## src/assert_macros.svh

```systemverilog
// ----------------------------------------------------------------------------
// Assertion macros
// Shared concurrent assertion wrappers; compiled out when SYNTH is defined.
// ----------------------------------------------------------------------------
`ifndef ASSERT_MACROS_SVH
`define ASSERT_MACROS_SVH
`ifndef SYNTH
// property must hold at every rising clock edge out of reset
`define ASSERT_PROP(lbl, clk, rst_n, prop) \
    lbl: assert property (@(posedge clk) disable iff (!rst_n) (prop)) \
        else $error("assertion failed");
// expression must never be true out of reset
`define ASSERT_NEVER(lbl, clk, rst_n, expr) \
    lbl: assert property (@(posedge clk) disable iff (!rst_n) !(expr)) \
        else $error("forbidden condition seen");
`else
`define ASSERT_PROP(lbl, clk, rst_n, prop)
`define ASSERT_NEVER(lbl, clk, rst_n, expr)
`endif
`endif

```

## src/aclr_pkg.sv

```systemverilog
// ----------------------------------------------------------------------------
// aclr_pkg
// Types, constants and keyword tables of the command line recogniser.
// ----------------------------------------------------------------------------
package aclr_pkg;

    // line and id sizing
    localparam int LINE_CAPACITY = 63;
    localparam int MAX_ID_CHARS  = 8;
    localparam int CNT_W         = $clog2(LINE_CAPACITY + 1);
    localparam int ID_CNT_W      = $clog2(MAX_ID_CHARS + 2);
    localparam int ID_LEN_W      = 4;
    localparam int ID_CHARS_W    = 64;
    localparam int CMD_CNT_W     = 6;
    localparam int LEN_W         = 6;
    localparam int ACT_W         = 3;

    // decoupling queue
    localparam int Q_DEPTH = 2;
    localparam int Q_PTR_W = $clog2(Q_DEPTH);
    localparam int Q_LVL_W = $clog2(Q_DEPTH + 1);

    // configuration port
    localparam int CFG_IDX_W  = 1;
    localparam int CFG_DATA_W = 64;
    localparam logic [CFG_IDX_W-1:0] REG_NODE_ID_CHARS  = 1'd0;
    localparam logic [CFG_IDX_W-1:0] REG_NODE_ID_LENGTH = 1'd1;

    // special bytes
    localparam logic [7:0] CHR_NEWLINE   = 8'd10;
    localparam logic [7:0] CHR_PRINT_LO  = 8'd32;
    localparam logic [7:0] CHR_PRINT_HI  = 8'd126;
    localparam logic [7:0] CHR_COLON     = 8'h3A;

    // action codes
    localparam logic [ACT_W-1:0] ACT_NONE    = 3'd0;
    localparam logic [ACT_W-1:0] ACT_UNKNOWN = 3'd1;
    localparam logic [ACT_W-1:0] ACT_REBOOT  = 3'd2;
    localparam logic [ACT_W-1:0] ACT_RESET   = 3'd3;
    localparam logic [ACT_W-1:0] ACT_TRIP    = 3'd4;

    // command keyword slots (candidate bit positions)
    localparam int NUM_CMDS = 3;
    localparam logic [1:0] CMD_REBOOT = 2'd0;
    localparam logic [1:0] CMD_RESET  = 2'd1;
    localparam logic [1:0] CMD_TRIP   = 2'd2;

    // word moved from the front queue to the back end
    typedef struct packed {
        logic [7:0] data;
        logic       newline;   // newline byte; otherwise a printable byte
    } aclr_item_t;

    typedef struct packed {
        logic [ID_CHARS_W-1:0] id_chars;
        logic [ID_LEN_W-1:0]   id_length;
    } aclr_cfg_t;

    typedef struct packed {
        logic [Q_LVL_W-1:0] level;
        logic               full;
    } aclr_q_stat_t;

    // "CMD:" prefix, character by position
    function automatic logic [7:0] prefix_char(input logic [1:0] idx);
        logic [7:0] c;
        unique case (idx)
            2'd0:    c = 8'h43;  // C
            2'd1:    c = 8'h4D;  // M
            2'd2:    c = 8'h44;  // D
            default: c = CHR_COLON;
        endcase
        return c;
    endfunction

    // length of each command keyword
    function automatic logic [CMD_CNT_W-1:0] cmd_len(input logic [1:0] k);
        logic [CMD_CNT_W-1:0] n;
        unique case (k)
            CMD_REBOOT: n = 6'd6;
            CMD_RESET:  n = 6'd5;
            default:    n = 6'd4;
        endcase
        return n;
    endfunction

    // keyword characters; positions past the keyword read as zero
    function automatic logic [7:0] cmd_char(input logic [1:0] k, input logic [2:0] idx);
        logic [7:0] c;
        c = 8'h00;
        unique case (k)
            CMD_REBOOT: begin
                case (idx)
                    3'd0:    c = 8'h52;  // R
                    3'd1:    c = 8'h45;  // E
                    3'd2:    c = 8'h42;  // B
                    3'd3:    c = 8'h4F;  // O
                    3'd4:    c = 8'h4F;  // O
                    3'd5:    c = 8'h54;  // T
                    default: c = 8'h00;
                endcase
            end
            CMD_RESET: begin
                case (idx)
                    3'd0:    c = 8'h52;  // R
                    3'd1:    c = 8'h45;  // E
                    3'd2:    c = 8'h53;  // S
                    3'd3:    c = 8'h45;  // E
                    3'd4:    c = 8'h54;  // T
                    default: c = 8'h00;
                endcase
            end
            default: begin
                case (idx)
                    3'd0:    c = 8'h54;  // T
                    3'd1:    c = 8'h52;  // R
                    3'd2:    c = 8'h49;  // I
                    3'd3:    c = 8'h50;  // P
                    default: c = 8'h00;
                endcase
            end
        endcase
        return c;
    endfunction

endpackage

```

## src/aclr_front.sv

```systemverilog
// ----------------------------------------------------------------------------
// aclr_front
// Byte intake: drops unprintable bytes other than newline and queues the rest.
// ----------------------------------------------------------------------------
module aclr_front (
    input  logic                  aclk,
    input  logic                  aresetn,
    input  logic                  s_tvalid,
    output logic                  s_tready,
    input  logic [7:0]            s_tdata,    // [7:0] rx_byte
    output logic                  q_valid,
    input  logic                  q_ready,
    output aclr_pkg::aclr_item_t  q_item,
    output aclr_pkg::aclr_q_stat_t q_stat
);

    aclr_pkg::aclr_item_t                mem_reg [aclr_pkg::Q_DEPTH];
    logic [aclr_pkg::Q_PTR_W-1:0]        wr_ptr_reg, wr_ptr_next;
    logic [aclr_pkg::Q_PTR_W-1:0]        rd_ptr_reg, rd_ptr_next;
    logic [aclr_pkg::Q_LVL_W-1:0]        level_reg, level_next;
    logic                                is_print, is_nl, push, pop, full;
    aclr_pkg::aclr_item_t                item_in;

    // classify
    always_comb begin
        is_nl    = (s_tdata == aclr_pkg::CHR_NEWLINE);
        is_print = (s_tdata >= aclr_pkg::CHR_PRINT_LO) && (s_tdata <= aclr_pkg::CHR_PRINT_HI);
        item_in.data    = s_tdata;
        item_in.newline = is_nl;
    end

    assign full     = (level_reg == aclr_pkg::Q_LVL_W'(aclr_pkg::Q_DEPTH));
    assign s_tready = !full;
    assign push     = s_tvalid && s_tready && (is_print || is_nl);
    assign q_valid  = (level_reg != '0);
    assign pop      = q_valid && q_ready;
    assign q_item   = mem_reg[rd_ptr_reg];

    assign q_stat.level = level_reg;
    assign q_stat.full  = full;

    // pointer and level update
    always_comb begin
        wr_ptr_next = wr_ptr_reg;
        rd_ptr_next = rd_ptr_reg;
        level_next  = level_reg;
        if (push) begin
            wr_ptr_next = (wr_ptr_reg == aclr_pkg::Q_PTR_W'(aclr_pkg::Q_DEPTH - 1))
                        ? '0 : wr_ptr_reg + 1'b1;
        end
        if (pop) begin
            rd_ptr_next = (rd_ptr_reg == aclr_pkg::Q_PTR_W'(aclr_pkg::Q_DEPTH - 1))
                        ? '0 : rd_ptr_reg + 1'b1;
        end
        if (push && !pop) begin
            level_next = level_reg + 1'b1;
        end else if (pop && !push) begin
            level_next = level_reg - 1'b1;
        end
    end

    always_ff @(posedge aclk) begin
        if (!aresetn) begin
            wr_ptr_reg <= '0;
            rd_ptr_reg <= '0;
            level_reg  <= '0;
        end else begin
            wr_ptr_reg <= wr_ptr_next;
            rd_ptr_reg <= rd_ptr_next;
            level_reg  <= level_next;
        end
    end

    // queue storage
    always_ff @(posedge aclk) begin
        if (push) begin
            mem_reg[wr_ptr_reg] <= item_in;
        end
    end

endmodule

```

## src/aclr_back.sv

```systemverilog
// ----------------------------------------------------------------------------
// aclr_back
// Incremental line matcher and result register.
// ----------------------------------------------------------------------------
module aclr_back (
    input  logic                 aclk,
    input  logic                 aresetn,
    input  aclr_pkg::aclr_cfg_t  cfg,
    input  logic                 q_valid,
    output logic                 q_ready,
    input  aclr_pkg::aclr_item_t q_item,
    output logic                 m_tvalid,
    input  logic                 m_tready,
    output logic [15:0]          m_tdata     // [2:0] action, [8:3] line_length
);

    typedef enum logic [1:0] {
        PH_PREFIX = 2'd0,
        PH_ID     = 2'd1,
        PH_CMD    = 2'd2
    } phase_t;

    logic [aclr_pkg::CNT_W-1:0]     cnt_reg, cnt_next, cnt_line;
    phase_t                         phase_reg, phase_next, phase_line;
    logic                           pfail_reg, pfail_next, pfail_line;
    logic [aclr_pkg::ID_CNT_W-1:0]  idcnt_reg, idcnt_next, idcnt_line;
    logic                           idmis_reg, idmis_next, idmis_line;
    logic [aclr_pkg::CMD_CNT_W-1:0] cmdcnt_reg, cmdcnt_next, cmdcnt_line;
    logic [aclr_pkg::NUM_CMDS-1:0]  cand_reg, cand_next, cand_line;
    logic                           m_valid_reg, m_valid_next;
    logic [15:0]                    m_data_reg, m_data_next;

    logic                           store, line_end, fire;
    logic [7:0]                     b, id_byte;
    logic [aclr_pkg::ID_LEN_W-1:0]  id_len;
    logic [aclr_pkg::ACT_W-1:0]     action;
    logic [aclr_pkg::CMD_CNT_W-1:0] wlen;

    // clamp the configured id length
    assign id_len = (cfg.id_length > aclr_pkg::ID_LEN_W'(aclr_pkg::MAX_ID_CHARS))
                  ? aclr_pkg::ID_LEN_W'(aclr_pkg::MAX_ID_CHARS) : cfg.id_length;
    assign id_byte = cfg.id_chars[8 * 3'(idcnt_reg) +: 8];
    assign b       = q_item.data;

    // absorb one character into the line state
    always_comb begin
        cnt_line    = cnt_reg;
        phase_line  = phase_reg;
        pfail_line  = pfail_reg;
        idcnt_line  = idcnt_reg;
        idmis_line  = idmis_reg;
        cmdcnt_line = cmdcnt_reg;
        cand_line   = cand_reg;
        wlen        = '0;
        store = !q_item.newline && (cnt_reg < aclr_pkg::CNT_W'(aclr_pkg::LINE_CAPACITY));
        if (store) begin
            cnt_line = cnt_reg + 1'b1;
            unique case (phase_reg)
                PH_PREFIX: begin
                    if (b != aclr_pkg::prefix_char(cnt_reg[1:0])) begin
                        pfail_line = 1'b1;
                    end
                    if (cnt_reg == aclr_pkg::CNT_W'(3)) begin
                        phase_line = PH_ID;
                    end
                end
                PH_ID: begin
                    if (b == aclr_pkg::CHR_COLON) begin
                        if (aclr_pkg::ID_LEN_W'(idcnt_reg) != id_len) begin
                            idmis_line = 1'b1;
                        end
                        phase_line = PH_CMD;
                    end else begin
                        if (aclr_pkg::ID_LEN_W'(idcnt_reg) >= id_len || b != id_byte) begin
                            idmis_line = 1'b1;
                        end
                        if (idcnt_reg < aclr_pkg::ID_CNT_W'(aclr_pkg::MAX_ID_CHARS + 1)) begin
                            idcnt_line = idcnt_reg + 1'b1;
                        end
                    end
                end
                default: begin
                    for (int k = 0; k < aclr_pkg::NUM_CMDS; k++) begin
                        wlen = aclr_pkg::cmd_len(2'(k));
                        if (cmdcnt_reg >= wlen ||
                            b != aclr_pkg::cmd_char(2'(k), cmdcnt_reg[2:0])) begin
                            cand_line[k] = 1'b0;
                        end
                    end
                    if (cmdcnt_reg != '1) begin
                        cmdcnt_line = cmdcnt_reg + 1'b1;
                    end
                end
            endcase
        end
        line_end = (q_item.newline || cnt_line >= aclr_pkg::CNT_W'(aclr_pkg::LINE_CAPACITY))
                 && (cnt_line != '0);
    end

    // action of the finished line
    always_comb begin
        action = aclr_pkg::ACT_UNKNOWN;
        if (pfail_line || phase_line != PH_CMD || idmis_line) begin
            action = aclr_pkg::ACT_NONE;
        end else if (cand_line[aclr_pkg::CMD_REBOOT] &&
                     cmdcnt_line == aclr_pkg::cmd_len(aclr_pkg::CMD_REBOOT)) begin
            action = aclr_pkg::ACT_REBOOT;
        end else if (cand_line[aclr_pkg::CMD_RESET] &&
                     cmdcnt_line == aclr_pkg::cmd_len(aclr_pkg::CMD_RESET)) begin
            action = aclr_pkg::ACT_RESET;
        end else if (cand_line[aclr_pkg::CMD_TRIP] &&
                     cmdcnt_line == aclr_pkg::cmd_len(aclr_pkg::CMD_TRIP)) begin
            action = aclr_pkg::ACT_TRIP;
        end
    end

    // a line end waits only when the result register is still occupied
    assign q_ready = !line_end || !m_valid_reg || m_tready;
    assign fire    = q_valid && q_ready;

    // next state
    always_comb begin
        cnt_next     = cnt_reg;
        phase_next   = phase_reg;
        pfail_next   = pfail_reg;
        idcnt_next   = idcnt_reg;
        idmis_next   = idmis_reg;
        cmdcnt_next  = cmdcnt_reg;
        cand_next    = cand_reg;
        m_valid_next = m_valid_reg;
        m_data_next  = m_data_reg;
        if (m_valid_reg && m_tready) begin
            m_valid_next = 1'b0;
        end
        if (fire) begin
            if (line_end) begin
                cnt_next     = '0;
                phase_next   = PH_PREFIX;
                pfail_next   = 1'b0;
                idcnt_next   = '0;
                idmis_next   = 1'b0;
                cmdcnt_next  = '0;
                cand_next    = '1;
                m_valid_next = 1'b1;
                m_data_next  = {7'd0, aclr_pkg::LEN_W'(cnt_line), action};
            end else begin
                cnt_next    = cnt_line;
                phase_next  = phase_line;
                pfail_next  = pfail_line;
                idcnt_next  = idcnt_line;
                idmis_next  = idmis_line;
                cmdcnt_next = cmdcnt_line;
                cand_next   = cand_line;
            end
        end
    end

    always_ff @(posedge aclk) begin
        if (!aresetn) begin
            cnt_reg     <= '0;
            phase_reg   <= PH_PREFIX;
            pfail_reg   <= 1'b0;
            idcnt_reg   <= '0;
            idmis_reg   <= 1'b0;
            cmdcnt_reg  <= '0;
            cand_reg    <= '1;
            m_valid_reg <= 1'b0;
        end else begin
            cnt_reg     <= cnt_next;
            phase_reg   <= phase_next;
            pfail_reg   <= pfail_next;
            idcnt_reg   <= idcnt_next;
            idmis_reg   <= idmis_next;
            cmdcnt_reg  <= cmdcnt_next;
            cand_reg    <= cand_next;
            m_valid_reg <= m_valid_next;
        end
    end

    // result payload
    always_ff @(posedge aclk) begin
        m_data_reg <= m_data_next;
    end

    assign m_tvalid = m_valid_reg;
    assign m_tdata  = m_data_reg;

endmodule

```

## src/addressed_command_line_recognizer_core.sv

```systemverilog
// ----------------------------------------------------------------------------
// addressed_command_line_recognizer_core
// Recognises "CMD:<id>:<command>" lines in a received byte stream.
// ----------------------------------------------------------------------------
// Usage:
//   s_* carries one received byte per word. Printable bytes build a line of
//   up to 63 characters; newline, or the 63rd character, closes it.
//   m_* carries one word per non-empty line: action code and line length.
//   cfg_* writes the node id characters (index 0) and id length (index 1);
//   write only while no line result is outstanding.
// Timing:
//   One byte per cycle sustained unless a held result stalls the queue. A byte
//   passes the intake queue (2 words) to the matcher; the result register is
//   loaded when the matcher takes a line's closing byte from the queue.
// Stalls:
//   While a result waits the input keeps running; once the queue fills
//   behind a held result, s_tready drops until m_tready takes the result.
// Reset:
//   aresetn (synchronous, low) empties the queue, the result register and
//   the line state, and clears the node id registers to zero.
// ----------------------------------------------------------------------------
`include "assert_macros.svh"

module addressed_command_line_recognizer_core (
    input  logic                                aclk,
    input  logic                                aresetn,
    input  logic                                s_tvalid,
    output logic                                s_tready,
    input  logic [7:0]                          s_tdata,   // [7:0] rx_byte
    output logic                                m_tvalid,
    input  logic                                m_tready,
    output logic [15:0]                         m_tdata,   // [2:0] action, [8:3] line_length
    input  logic                                cfg_we,
    input  logic [aclr_pkg::CFG_IDX_W-1:0]      cfg_index,
    input  logic [aclr_pkg::CFG_DATA_W-1:0]     cfg_wdata
);

    aclr_pkg::aclr_cfg_t    cfg_reg, cfg_next;
    aclr_pkg::aclr_item_t   q_item;
    aclr_pkg::aclr_q_stat_t q_stat;
    logic                   q_valid, q_ready;

    // configuration registers
    always_comb begin
        cfg_next = cfg_reg;
        if (cfg_we) begin
            unique case (cfg_index)
                aclr_pkg::REG_NODE_ID_CHARS:
                    cfg_next.id_chars = cfg_wdata;
                default:
                    cfg_next.id_length = cfg_wdata[aclr_pkg::ID_LEN_W-1:0];
            endcase
        end
    end

    always_ff @(posedge aclk) begin
        if (!aresetn) begin
            cfg_reg <= '0;
        end else begin
            cfg_reg <= cfg_next;
        end
    end

    aclr_front u_front (
        .aclk     (aclk),
        .aresetn  (aresetn),
        .s_tvalid (s_tvalid),
        .s_tready (s_tready),
        .s_tdata  (s_tdata),
        .q_valid  (q_valid),
        .q_ready  (q_ready),
        .q_item   (q_item),
        .q_stat   (q_stat)
    );

    aclr_back u_back (
        .aclk     (aclk),
        .aresetn  (aresetn),
        .cfg      (cfg_reg),
        .q_valid  (q_valid),
        .q_ready  (q_ready),
        .q_item   (q_item),
        .m_tvalid (m_tvalid),
        .m_tready (m_tready),
        .m_tdata  (m_tdata)
    );

    // checks
    `ASSERT_PROP(a_len_nonzero, aclk, aresetn, m_tvalid |-> (m_tdata[8:3] != 6'd0))
    `ASSERT_PROP(a_action_range, aclk, aresetn, m_tvalid |-> (m_tdata[2:0] <= aclr_pkg::ACT_TRIP))
    `ASSERT_NEVER(a_q_overfill, aclk, aresetn, q_stat.level > aclr_pkg::Q_LVL_W'(aclr_pkg::Q_DEPTH))
    `ASSERT_PROP(a_full_blocks, aclk, aresetn, q_stat.full |-> !s_tready)

endmodule
```

## config.mk

```make
export PLATFORM = sky130hd
export DESIGN_NAME = addressed_command_line_recognizer_core
export DESIGN_NICKNAME = d
export VERILOG_FILES = /design/src/aclr_pkg.sv /design/src/aclr_front.sv /design/src/aclr_back.sv /design/src/addressed_command_line_recognizer_core.sv
export VERILOG_INCLUDE_DIRS = /design/src /design/src/src
export SDC_FILE = /design/constraint.sdc
export NUM_CORES = 1
export LEC_CHECK = 0
export ABC_AREA = 1
export BUFFER_PORTS_ARGS = -buffer_cell sky130_fd_sc_hd__buf_2
export CAP_MARGIN = 20
export CELL_PAD_IN_SITES_DETAIL_PLACEMENT = 0
export CELL_PAD_IN_SITES_GLOBAL_PLACEMENT = 1
export CORE_MARGIN = 2
export CORE_UTILIZATION = 37
export DETAILED_ROUTE_END_ITERATION = 8
export GPL_ROUTABILITY_DRIVEN = 0
export GPL_TIMING_DRIVEN = 0
export PLACE_DENSITY = 0.85
export SYNTH_ARGS = -nofsm -noshare
export SYNTH_HDL_FRONTEND = slang
export SYNTH_SLANG_ARGS = --single-unit
```

## constraint.sdc

```tcl
create_clock -name aclk -period 2.4 [get_ports aclk]
set_clock_uncertainty 0.05 [all_clocks]
set_input_delay 0.48 -clock aclk [delete_from_list [all_inputs] [get_ports aclk]]
set_output_delay 0.48 -clock aclk [all_outputs]
set_load 0.005 [all_outputs]
```

==> out/summary.txt, run 1 <==
Status - complete, but fails checks
Failing checks - setup timing
Sink Count - 124
Drt wl/cell - 14.62 um
Worst EP arrival - 2.64 ns
Hold Crit Depth - 3
Mux contribution to synthesized area - 0%
Top-Level Pins - 96
Nets - 1170
Routed WL - 19210 um
PnR worst setup slack - -0.1053 ns
Max clock buf depth - 2
Synth Area in Adders - 3.042%
Worst setup EP type - flip-flop
Fin crit period - 2.505 ns
Skew-Pair Late Insertion Delay - 0.42 ns
Max-slew headroom - 46.93%
Hold WC Path Type - in -> reg
Htree depth - 4
Yosys reg bits - 124
Largest family of logic cells by synthesized area - simple AND/OR/NAND/NOR gates
Number of global-route vias before repair - 6163
Syn Std Cell Area - 0.006581 mm2
Largest register FFs - 68
Post-route cell area - 0.008484 mm2
Drc violations - 0
Placed inst area - 0.007380 mm2
Period Utilization, post-route - 104.4%
Max Cap Viol - 0
Final Hold Viols - 0
Worst r2r dst - u_back.m_tdata[4]
Slew Limit Fails - 0
Die Footprint - 0.01887 mm2
XOR/XNOR share of the synthesized area - 1.312%
WS Path Type - reg -> reg
Power per cell area - 978.3 mW/mm2
Leakage power - 3.741 nW
Total gr overflow - 0
Largest net degree at the start of global routing - 17
Layout cells sized above 1 - 22.68%
Initial Util - 37.92%
# diodes - 0
Row count - 48
1st-pass router iterations - 5
CTS tree - yes
Clock transition at path regs - 0.06 ns
Setup slack, reg-to-reg - -0.11 ns
Achievable clock frequency - 0.3992 GHz
DRT iter0 DRCs - 427
Total CTS buffers - 17
Critical Path RT - 2.53 ns
Simple-gate share of the synthesized area - 26.14%
Reg2Reg Depth - 17
Seq/Total Area, Yosys - 41.83%
Die width - 137.4 um
Crit Path Max Fanout - 7
Avg Synthesized Cell Area - 7.069 um2
Core outline area - 0.01736 mm2
Power Total - 8.300 mW
Worst-Margin Slew - 0.7932 ns
Port Buffers - 88
Min-Delay Startpoint - cfg_wdata[23]
Via/cell ratio - 4.992
Count of final setup violators - 7
Synth-to-Final Area Change - 28.92%
Detail Route Antenna Nets - 0
Global Route Usage Sum - 21.25%
Most frequent cells in the layout - nand2_1, inv_1, o21ai_0
Yosys warns - 0
Most common cell after layout, fill and taps aside - nand2_1
Cells after Synth - 931
Worst r2r src - u_back.cnt_reg[0]
Critical path startpoint category - flip-flop
DPL Wire Length - 14070 um
Worst VDD drop - 0.0005648 V
Endpoint of the worst hold path - cfg_reg[27]
First-pass GRT wire length - 30930 um
Vias - 6560
Root buffer cell - clkbuf_16
Compound-Gate Fraction of Synth Area - 16.98%
RSZ-0062 raised after global routing - yes
Inst Count DP - 1250
Initial antenna violation count - 0
Filler cells - 1737
Post-synth cell types - 36
Finished Layout Cells - 1314
Die Ht - 137.4 um
[critical path, stage by stage (launching register included)]
cell	delay (ns)
dfxtp_4	0.35
ha_4	0.17
nand2_4	0.07
nor2_4	0.04
nand2_4	0.12
nand2_8	0.09
nand2_2	0.07
nand2_2	0.09
buf_4	0.14
buf_4	0.12
buf_4	0.12
buf_4	0.12
buf_4	0.12
buf_4	0.12
buf_4	0.12
buf_4	0.12
buf_4	0.12
buf_4	0.11
[per-layer routing]
metal  global-route usage (%)  share of wire [%]
met5                        0                  0
met2                    34.19                 45
met3                    3.753                5.4
met1                    28.55                 47
met4                    7.732                2.5
[cell usage after synthesis]
| library cell | number | area, um2 |
|---|---|---|
| nor2_1 | 90 | 337.8 |
| o21ai_0 | 97 | 485.5 |
| inv_1 | 116 | 435.4 |
| xor2_1 | 4 | 35.03 |
| nand2_1 | 193 | 724.4 |
| o21ai_1 | 7 | 35.03 |
| a21oi_2 | 3 | 26.28 |
| buf_2 | 8 | 40.04 |
| nand3_2 | 1 | 10.01 |
| o31ai_1 | 1 | 7.510 |
| conb_1 | 1 | 3.750 |
| xnor2_1 | 4 | 35.03 |
| nand3_4 | 1 | 17.52 |
| ha_1 | 16 | 200.2 |
| nor4_1 | 2 | 12.51 |
| nor3_1 | 9 | 45.04 |
| o31a_1 | 1 | 8.760 |
| o22ai_1 | 4 | 25.02 |
| buf_4 | 10 | 75.07 |
| nand3_1 | 70 | 350.3 |
| inv_2 | 4 | 15.01 |
| nand2_2 | 10 | 62.56 |
| a31oi_1 | 1 | 6.260 |
| nand4_1 | 14 | 87.58 |
| a21oi_1 | 88 | 440.4 |
| xor2_2 | 1 | 16.27 |
| dfxtp_1 | 97 | 1942 |
| nand3b_1 | 2 | 15.01 |
| buf_1 | 2 | 7.510 |
| clkinv_1 | 2 | 7.510 |
| nand2_4 | 4 | 45.04 |
| buf_6 | 2 | 22.52 |
| o211ai_1 | 11 | 82.58 |
| nor2_2 | 2 | 12.51 |
| clkbuf_1 | 26 | 97.59 |
| edfxtp_1 | 27 | 810.8 |
[logic make-up (layout without fill, tap and decap cells)]
family	count (synthesis)	after routing
AOI/OAI and AO/OA	213	213
xor gates and xnor gates	9	9
adders and majority gates	16	16
buffers and inverters	170	322
DFF	124	124
other	1	7
and+or+nand+nor	398	398
[power breakdown]
group	switching [mW]	internal [mW]	total (mW)	leakage [nW]
logic	1.97	1.20	3.17	2.39
registers	0.0948	2.37	2.47	1.05
clock network	0.975	1.69	2.66	0.305
[through the flow]
step	hold slack (ns)	utilization [%]	setup TNS [ns]	worst slack [ns]
finish	0.2320	48.88	-0.2149	-0.1053
global placement	0.3900	42.52	-3.190	-0.3651
floorplan	0.3734	-	-0.007500	-0.007500
global route	0.2268	48.88	-2.364	-0.2346
CTS	0.2150	47.10	-0.04928	-0.04928
detailed placement	0.3935	42.52	-3.386	-0.3685
[how the worst max path moves through the flow]
stage | start | end | slack (ns) | depth (start not counted)
2_1_floorplan | u_back.cnt_reg[0] | u_front.level_reg[1] | -0.008 | 20
3_3_place_gp | u_back.cnt_reg[1] | u_front.level_reg[1] | -0.37 | 20
3_5_place_dp | u_back.cnt_reg[1] | u_front.level_reg[1] | -0.37 | 20
4_1_cts | u_back.cnt_reg[0] | u_front.level_reg[1] | -0.05 | 19
5_1_grt | u_back.cnt_reg[0] | u_front.level_reg[1] | -0.23 | 19
6_report | u_back.cnt_reg[0] | u_back.m_tdata[4] | -0.11 | 17
[timing repair]
item,CTS,global route
pin swaps,7,17
buffers inserted,20,13
gates cloned,0,1
resized for setup,12,74
endpoints found under the setup margin,19,25
endpoints found under the hold margin,0,0
hold buffers,0,0
[cell type report]
type                    instances  area [um2]  area share (%)
plain buffers                  47       272.8           3.215
clock buffers                  21       493.0           5.810
clock inverters                11       125.1           1.475
inverters                     122       486.7           5.737
multi-input cells             643        3368           39.70
flip-flops and latches        124        2765           32.59
well taps                     225       281.5           3.318
repair buffers                120       684.4           8.067
repair inverters                1       7.507         0.08848
Note: power is estimated with default switching activity, not from simulation.
==> inputs of run 2 (changes only) <==
--- a/config.mk
+++ b/config.mk
@@ -15,8 +15,8 @@
 export CORE_UTILIZATION = 37
 export DETAILED_ROUTE_END_ITERATION = 8
 export GPL_ROUTABILITY_DRIVEN = 0
-export GPL_TIMING_DRIVEN = 0
-export PLACE_DENSITY = 0.85
+export GPL_TIMING_DRIVEN = 1
+export PLACE_DENSITY = 0.81
 export SYNTH_ARGS = -nofsm -noshare
 export SYNTH_HDL_FRONTEND = slang
 export SYNTH_SLANG_ARGS = --single-unit
==> run 2 against run 1 <==
The run now ends clean. Combinational power decreased by 15%. Non-clock buffer count decreased by 25. Register-to-register slack improved by 0.17 ns. Via count decreased by 4.3%. Clock power decreased by 5%. Sequential share of layout area increased by 1.1 points. Count of clock-buffer cells in the layout decreased by 4. Sequential power about the same. Highest routed layer unchanged.
==> out/summary.txt, run 2 (synthesis gave the netlist of run 1 again) <==
Global Route Usage Sum - 19.85%
Worst VDD drop - 0.0006629 V
DPL Wire Length - 13080 um
Status - complete, no violations
Clock transition at path regs - 0.07 ns
# diodes - 0
Worst r2r src - u_back.cnt_reg[0]
Die Footprint - 0.01887 mm2
Hold Crit Depth - 1
Core outline area - 0.01736 mm2
Sink Count - 124
Vias - 6278
Max Cap Viol - 0
Worst-Margin Slew - 0.6165 ns
Reg2Reg Depth - 18
Layout cells sized above 1 - 20.58%
Fin crit period - 2.337 ns
Inst Count DP - 1250
Post-layout util - 47.21%
Worst setup EP type - flip-flop
Skew-Pair Late Insertion Delay - 0.43 ns
Detail Route Antenna Nets - 0
Crit Path Max Fanout - 7
CTS tree - yes
Max clock buf depth - 2
Power per cell area - 939.7 mW/mm2
Die width - 137.4 um
Largest net degree at the start of global routing - 104
Top-Level Pins - 96
Die Ht - 137.4 um
First-pass GRT wire length - 29010 um
Total CTS buffers - 17
Drt wl/cell - 13.80 um
Slew Limit Fails - 0
Most common cell after layout, fill and taps aside - nand2_1
Largest register FFs - 68
Period Utilization, post-route - 97.39%
Via/cell ratio - 4.870
Worst EP arrival - 2.60 ns
Max-slew headroom - 58.86%
Row count - 48
Htree depth - 4
Count of final setup violators - 0
Synth-to-Final Area Change - 24.51%
Setup slack, reg-to-reg - 0.06 ns
Endpoint of the worst hold path - u_front.mem_reg[0][4]
Critical Path RT - 2.66 ns
RSZ-0062 raised after global routing - yes
WS Path Type - reg -> reg
Total gr overflow - 0
Number of global-route vias before repair - 5836
Min-Delay Startpoint - s_tdata[3]
Hold WC Path Type - in -> reg
Achievable clock frequency - 0.4278 GHz
Final Hold Viols - 0
Critical path startpoint category - flip-flop
Most frequent cells in the layout - nand2_1, inv_1, o21ai_0
Drc violations - 0
1st-pass router iterations - 5
Worst r2r dst - u_front.level_reg[1]
Port Buffers - 88
Routed WL - 17790 um
Finished Layout Cells - 1289
Initial Util - 37.92%
Power Total - 7.700 mW
Leakage power - 3.633 nW
Nets - 1145
DRT iter0 DRCs - 392
Root buffer cell - clkbuf_16
Initial antenna violation count - 0
run 2: cell count changes in the layout (fill, tap and decap cells not counted), sizes merged:
cell and change:
clkbuf -31, clkinv +3, inv +3, buf +2
bufinv -1, clkinvlp -1
run 2: worst max-delay path, stage by stage (launching register included):
cell     delay, ns
dfxtp_4       0.38
ha_4          0.15
nand2_1       0.06
nor2_2        0.09
nand2_2       0.11
nand2_4       0.13
nand2_2       0.07
nand2_2       0.09
nand2_1       0.05
nor2_1        0.09
nand2_1       0.06
nand2_2       0.12
nand3_4       0.10
nand2_4       0.12
ha_4          0.21
a21oi_1       0.10
o21ai_1       0.09
o21ai_1       0.12
a21oi_1       0.05
run 2: worst max path at each step:
stage | from | to | cells past startpoint
2_1_floorplan | u_back.cnt_reg[0] | u_front.level_reg[1] | 20
3_3_place_gp | u_back.cnt_reg[0] | u_front.level_reg[1] | 18
3_5_place_dp | u_back.cnt_reg[0] | u_front.level_reg[1] | 18
4_1_cts | u_back.cnt_reg[0] | u_front.level_reg[1] | 18
5_1_grt | u_back.cnt_reg[0] | u_front.level_reg[1] | 18
6_report | u_back.cnt_reg[0] | u_front.level_reg[1] | 18
run 2: final cells by class:
| cell class | instances | area, um2 |
|---|---|---|
| timing repair buffer | 142 | 899.6 |
| timing repair inverter | 1 | 7.507 |
| multi-input combinational | 643 | 3203 |
| fill | 1763 | 9163 |
| tap | 225 | 281.5 |
| clock buffer | 17 | 425.4 |
| inverter | 122 | 461.7 |
| sequential | 124 | 2764 |
| clock inverter | 15 | 151.4 |
run 2: metal layers:
layer  wire (um)  up-vias  part of all wire [%]  track usage, %
met2        8127      144                    46           31.07
li1            -     3275                     -               -
met4         307        0                   1.7           6.415
met1        8563     2833                    48           26.77
met5           0        -                     0               0
met3         786       26                   4.4           5.040
run 2: power breakdown:
part           internal [mW]  switching (mW)  total (mW)
Clock                   1.46            1.06        2.52
Sequential              2.37           0.105        2.47
Combinational           1.02            1.69        2.71
Total                   4.84            2.86        7.70
run 2: timing repair:
action	CTS	global route
setup endpoints to repair	0	22
hold buffers	0	0
setup buffers	0	6
gates resized for setup	0	11
run 2: per-stage QoR:
step / setup TNS, ns / hold slack (ns) / instance area [um2] / worst slack, ns
floorplan: -0.007500 / 0.3734 / 6658 / -0.007500
global placement: 0 / 0.3837 / 7541 / 0.06041
detailed placement: 0 / 0.3914 / 7541 / 0.01876
CTS: 0 / 0.2090 / 8118 / 0.009080
global route: -0.4042 / 0.2097 / 8194 / -0.1213
finish: 0 / 0.2254 / 8194 / 0.06262
==> inputs of run 3 (changes only) <==
--- a/config.mk
+++ b/config.mk
@@ -6,13 +6,13 @@
 export SDC_FILE = /design/constraint.sdc
 export NUM_CORES = 1
 export LEC_CHECK = 0
-export ABC_AREA = 1
+export ABC_AREA = 0
 export BUFFER_PORTS_ARGS = -buffer_cell sky130_fd_sc_hd__buf_2
 export CAP_MARGIN = 20
 export CELL_PAD_IN_SITES_DETAIL_PLACEMENT = 0
 export CELL_PAD_IN_SITES_GLOBAL_PLACEMENT = 1
-export CORE_MARGIN = 2
-export CORE_UTILIZATION = 37
+export CORE_UTILIZATION = 39
+export CTS_CLUSTER_SIZE = 8
 export DETAILED_ROUTE_END_ITERATION = 8
 export GPL_ROUTABILITY_DRIVEN = 0
 export GPL_TIMING_DRIVEN = 1
==> run 3 against run 2 <==
The flow now finishes with violations (setup timing). Register-to-register slack got worse by 0.31 ns. First-iteration DRC count down 16%. Synthesized area fell by 0.68%. Sequential share of layout area decreased by 2.4 points.
==> out/summary.txt, run 3 <==
Yosys reg bits - 124
Total gr overflow - 0
Core outline area - 0.01612 mm2
Reg2Reg Depth - 7
# diodes - 0
Most common cell after layout, fill and taps aside - nand2_1
DRT iter0 DRCs - 328
Filler cells - 1474
Post-synth cell types - 81
Nets - 989
Post-layout util - 54.81%
Post-route cell area - 0.008833 mm2
Async set-or-reset flop fraction in the synthesized netlist - 0%
Critical path startpoint category - flip-flop
WS Path Type - reg -> reg
Slew Limit Fails - 0
Failing checks - setup timing
Count leader, synth - nand2_1
Detail Route Antenna Nets - 0
Drt wl/cell - 15.76 um
Hold Crit Depth - 1
Inst Count DP - 1083
Critical Path RT - 2.62 ns
Number of global-route vias before repair - 5703
Global Route Usage Sum - 20.76%
Status - complete, but fails checks
Root buffer cell - clkbuf_16
Die Footprint - 0.01728 mm2
Most frequent cells after synthesis - nand2_1, dfxtp_1, a21oi_1
Initial Util - 40.56%
Worst setup EP type - flip-flop
DPL Wire Length - 12800 um
Worst r2r src - u_back.cmdcnt_reg[5]
Die width - 131.5 um
Placed inst area - 0.007871 mm2
DP Worst Slack - -0.2612 ns
Vias - 5914
Endpoint of the worst hold path - u_front.mem_reg[0][1]
Achievable clock frequency - 0.3776 GHz
Worst EP arrival - 2.87 ns
Top cells by area, synth - dfxtp_1, edfxtp_1, nand2_1, a21oi_1, mux2i_1
CTS tree - yes
Most frequent cells in the layout - nand2_1, dfxtp_1, buf_2
Top-Level Pins - 96
Leakage power - 3.434 nW
RSZ-0062 raised after global routing - yes
Power per cell area - 808.1 mW/mm2
Worst VDD drop - 0.0005955 V
Period Utilization, post-route - 110.3%
Min-Delay Startpoint - s_tdata[0]
Largest net degree at the start of global routing - 78
Hold WC Path Type - in -> reg
Dominant cell type by area after synthesis - dfxtp_1
Hold Slack - 0.2385 ns
Routed WL - 17700 um
Cells after Synth - 732
Avg Synthesized Cell Area - 8.929 um2
Largest register FFs - 68
Met2 WL - 8408 um
Port Buffers - 88
1st-pass router iterations - 5
Seq/Total Area, Yosys - 42.11%
First-pass GRT wire length - 28720 um
Setup slack, reg-to-reg - -0.25 ns
Htree depth - 4
Max Cap Viol - 0
M1 WL - 8095 um
Count of final setup violators - 8
Max clock buf depth - 2
Drc violations - 0
Finished Layout Cells - 1123
Synth top area share - 29.71%
Row count - 46
Clock transition at path regs - 0.05 ns
Crit Path Max Fanout - 2
PnR worst setup slack - -0.2480 ns
Die Ht - 131.5 um
Final Hold Viols - 0
Yosys warns - 0
Skew-Pair Late Insertion Delay - 0.41 ns
Via/cell ratio - 5.266
Wire length on met3 - 893 um
Worst r2r dst - u_back.m_tdata[1]
Sink Count - 124
Synth-to-Final Area Change - 35.15%
Initial antenna violation count - 0
Layout cells sized above 1 - 33.19%
DR top layer - met4
Ys flop type - dfxtp_1
Fin crit period - 2.648 ns
Syn Std Cell Area - 0.006536 mm2
Total CTS buffers - 17
Post-synth EDFFs - 27
[run 3: cell count changes in the layout (fill, tap and decap cells not counted), sizes merged, moves of 8 or more]
cell / delta
xnor2: +9
mux2: +12
nand2b: +11
nand3: -56
mux4: +8
o21ai: -86
inv: -110
a31oi: +9
mux2i: +23
clkbuf: +8
nand2: -50
nor2: -69
buf: +47
[run 3: power by group]
group / switching (mW) / internal [mW] / leakage, nW
Clock: 0.914 / 1.77 / 0.313
Sequential: 0.0989 / 2.28 / 1.05
Combinational: 1.03 / 1.05 / 2.07
Total: 2.04 / 5.10 / 3.43
[run 3: repair_timing]
action,4_1_cts,5_1_grt
hold buffers,0,0
setup endpoints to repair,37,35
resized for setup,15,46
cloned,0,1
pin swaps,6,19
buffers inserted,1,8
[run 3: kinds of logic (layout without fill, tap and decap cells)]
family	after synthesis	count (layout)	share of synthesized area (%)
other	1	7	0.05737
xor gates and xnor gates	22	22	2.948
DFF	124	124	42.11
adders and majority gates	16	16	3.063
and+or+nand+nor	278	278	20.31
muxes	43	43	8.518
buffers and inverters	67	236	4.900
AOI/OAI and AO/OA	181	181	18.09
[run 3: worst max-delay path by stage]
stage                          from                    to  slack (ns)
2_1_floorplan     u_back.cnt_reg[0]  u_front.level_reg[1]       -0.17
3_3_place_gp              flip-flop     u_back.m_tdata[1]       -0.18
3_5_place_dp              flip-flop     u_back.m_tdata[1]       -0.26
4_1_cts        u_back.cmdcnt_reg[3]     u_back.m_tdata[1]       -0.24
5_1_grt        u_back.cmdcnt_reg[5]     u_back.m_tdata[1]       -0.30
6_report       u_back.cmdcnt_reg[5]     u_back.m_tdata[1]       -0.25
[run 3: through the flow]
| stage | power, mW | TNS (ns) |
|---|---|---|
| 2_1_floorplan | 3.384 | -0.5109 |
| 3_3_place_gp | 4.033 | -2.318 |
| 3_5_place_dp | 4.053 | -4.440 |
| 4_1_cts | 6.782 | -0.8843 |
| 5_1_grt | 7.435 | -1.949 |
| 6_report | 7.138 | -0.8317 |
[run 3: final cells by class]
cell class / count / area, um2 / area share, %
Clock inverter: 7 / 95.09 / 1.076
Multi-Input combinational cell: 547 / 3730 / 42.22
Tap cell: 216 / 270.3 / 3.059
Timing Repair Buffer: 190 / 1374 / 15.55
Clock buffer: 24 / 535.5 / 6.062
Inverter: 15 / 58.81 / 0.6657
Sequential cell: 124 / 2770 / 31.36
[run 3: layer usage]
metal  up-vias  GRT usage, %
met3        25         3.781
met1      2773         27.55
met4         0         7.881
li1       2953             -
met5         -             0
met2       163         33.42
[run 3: worst max-delay path, stage by stage (launching register included)]
cell and delay (ns):
dfxtp_2 0.32, or3_4 0.39, or4_4 0.52, or4_4 0.53, a2111oi_4 0.27, buf_4 0.18, o211ai_2 0.09, a21oi_2 0.14
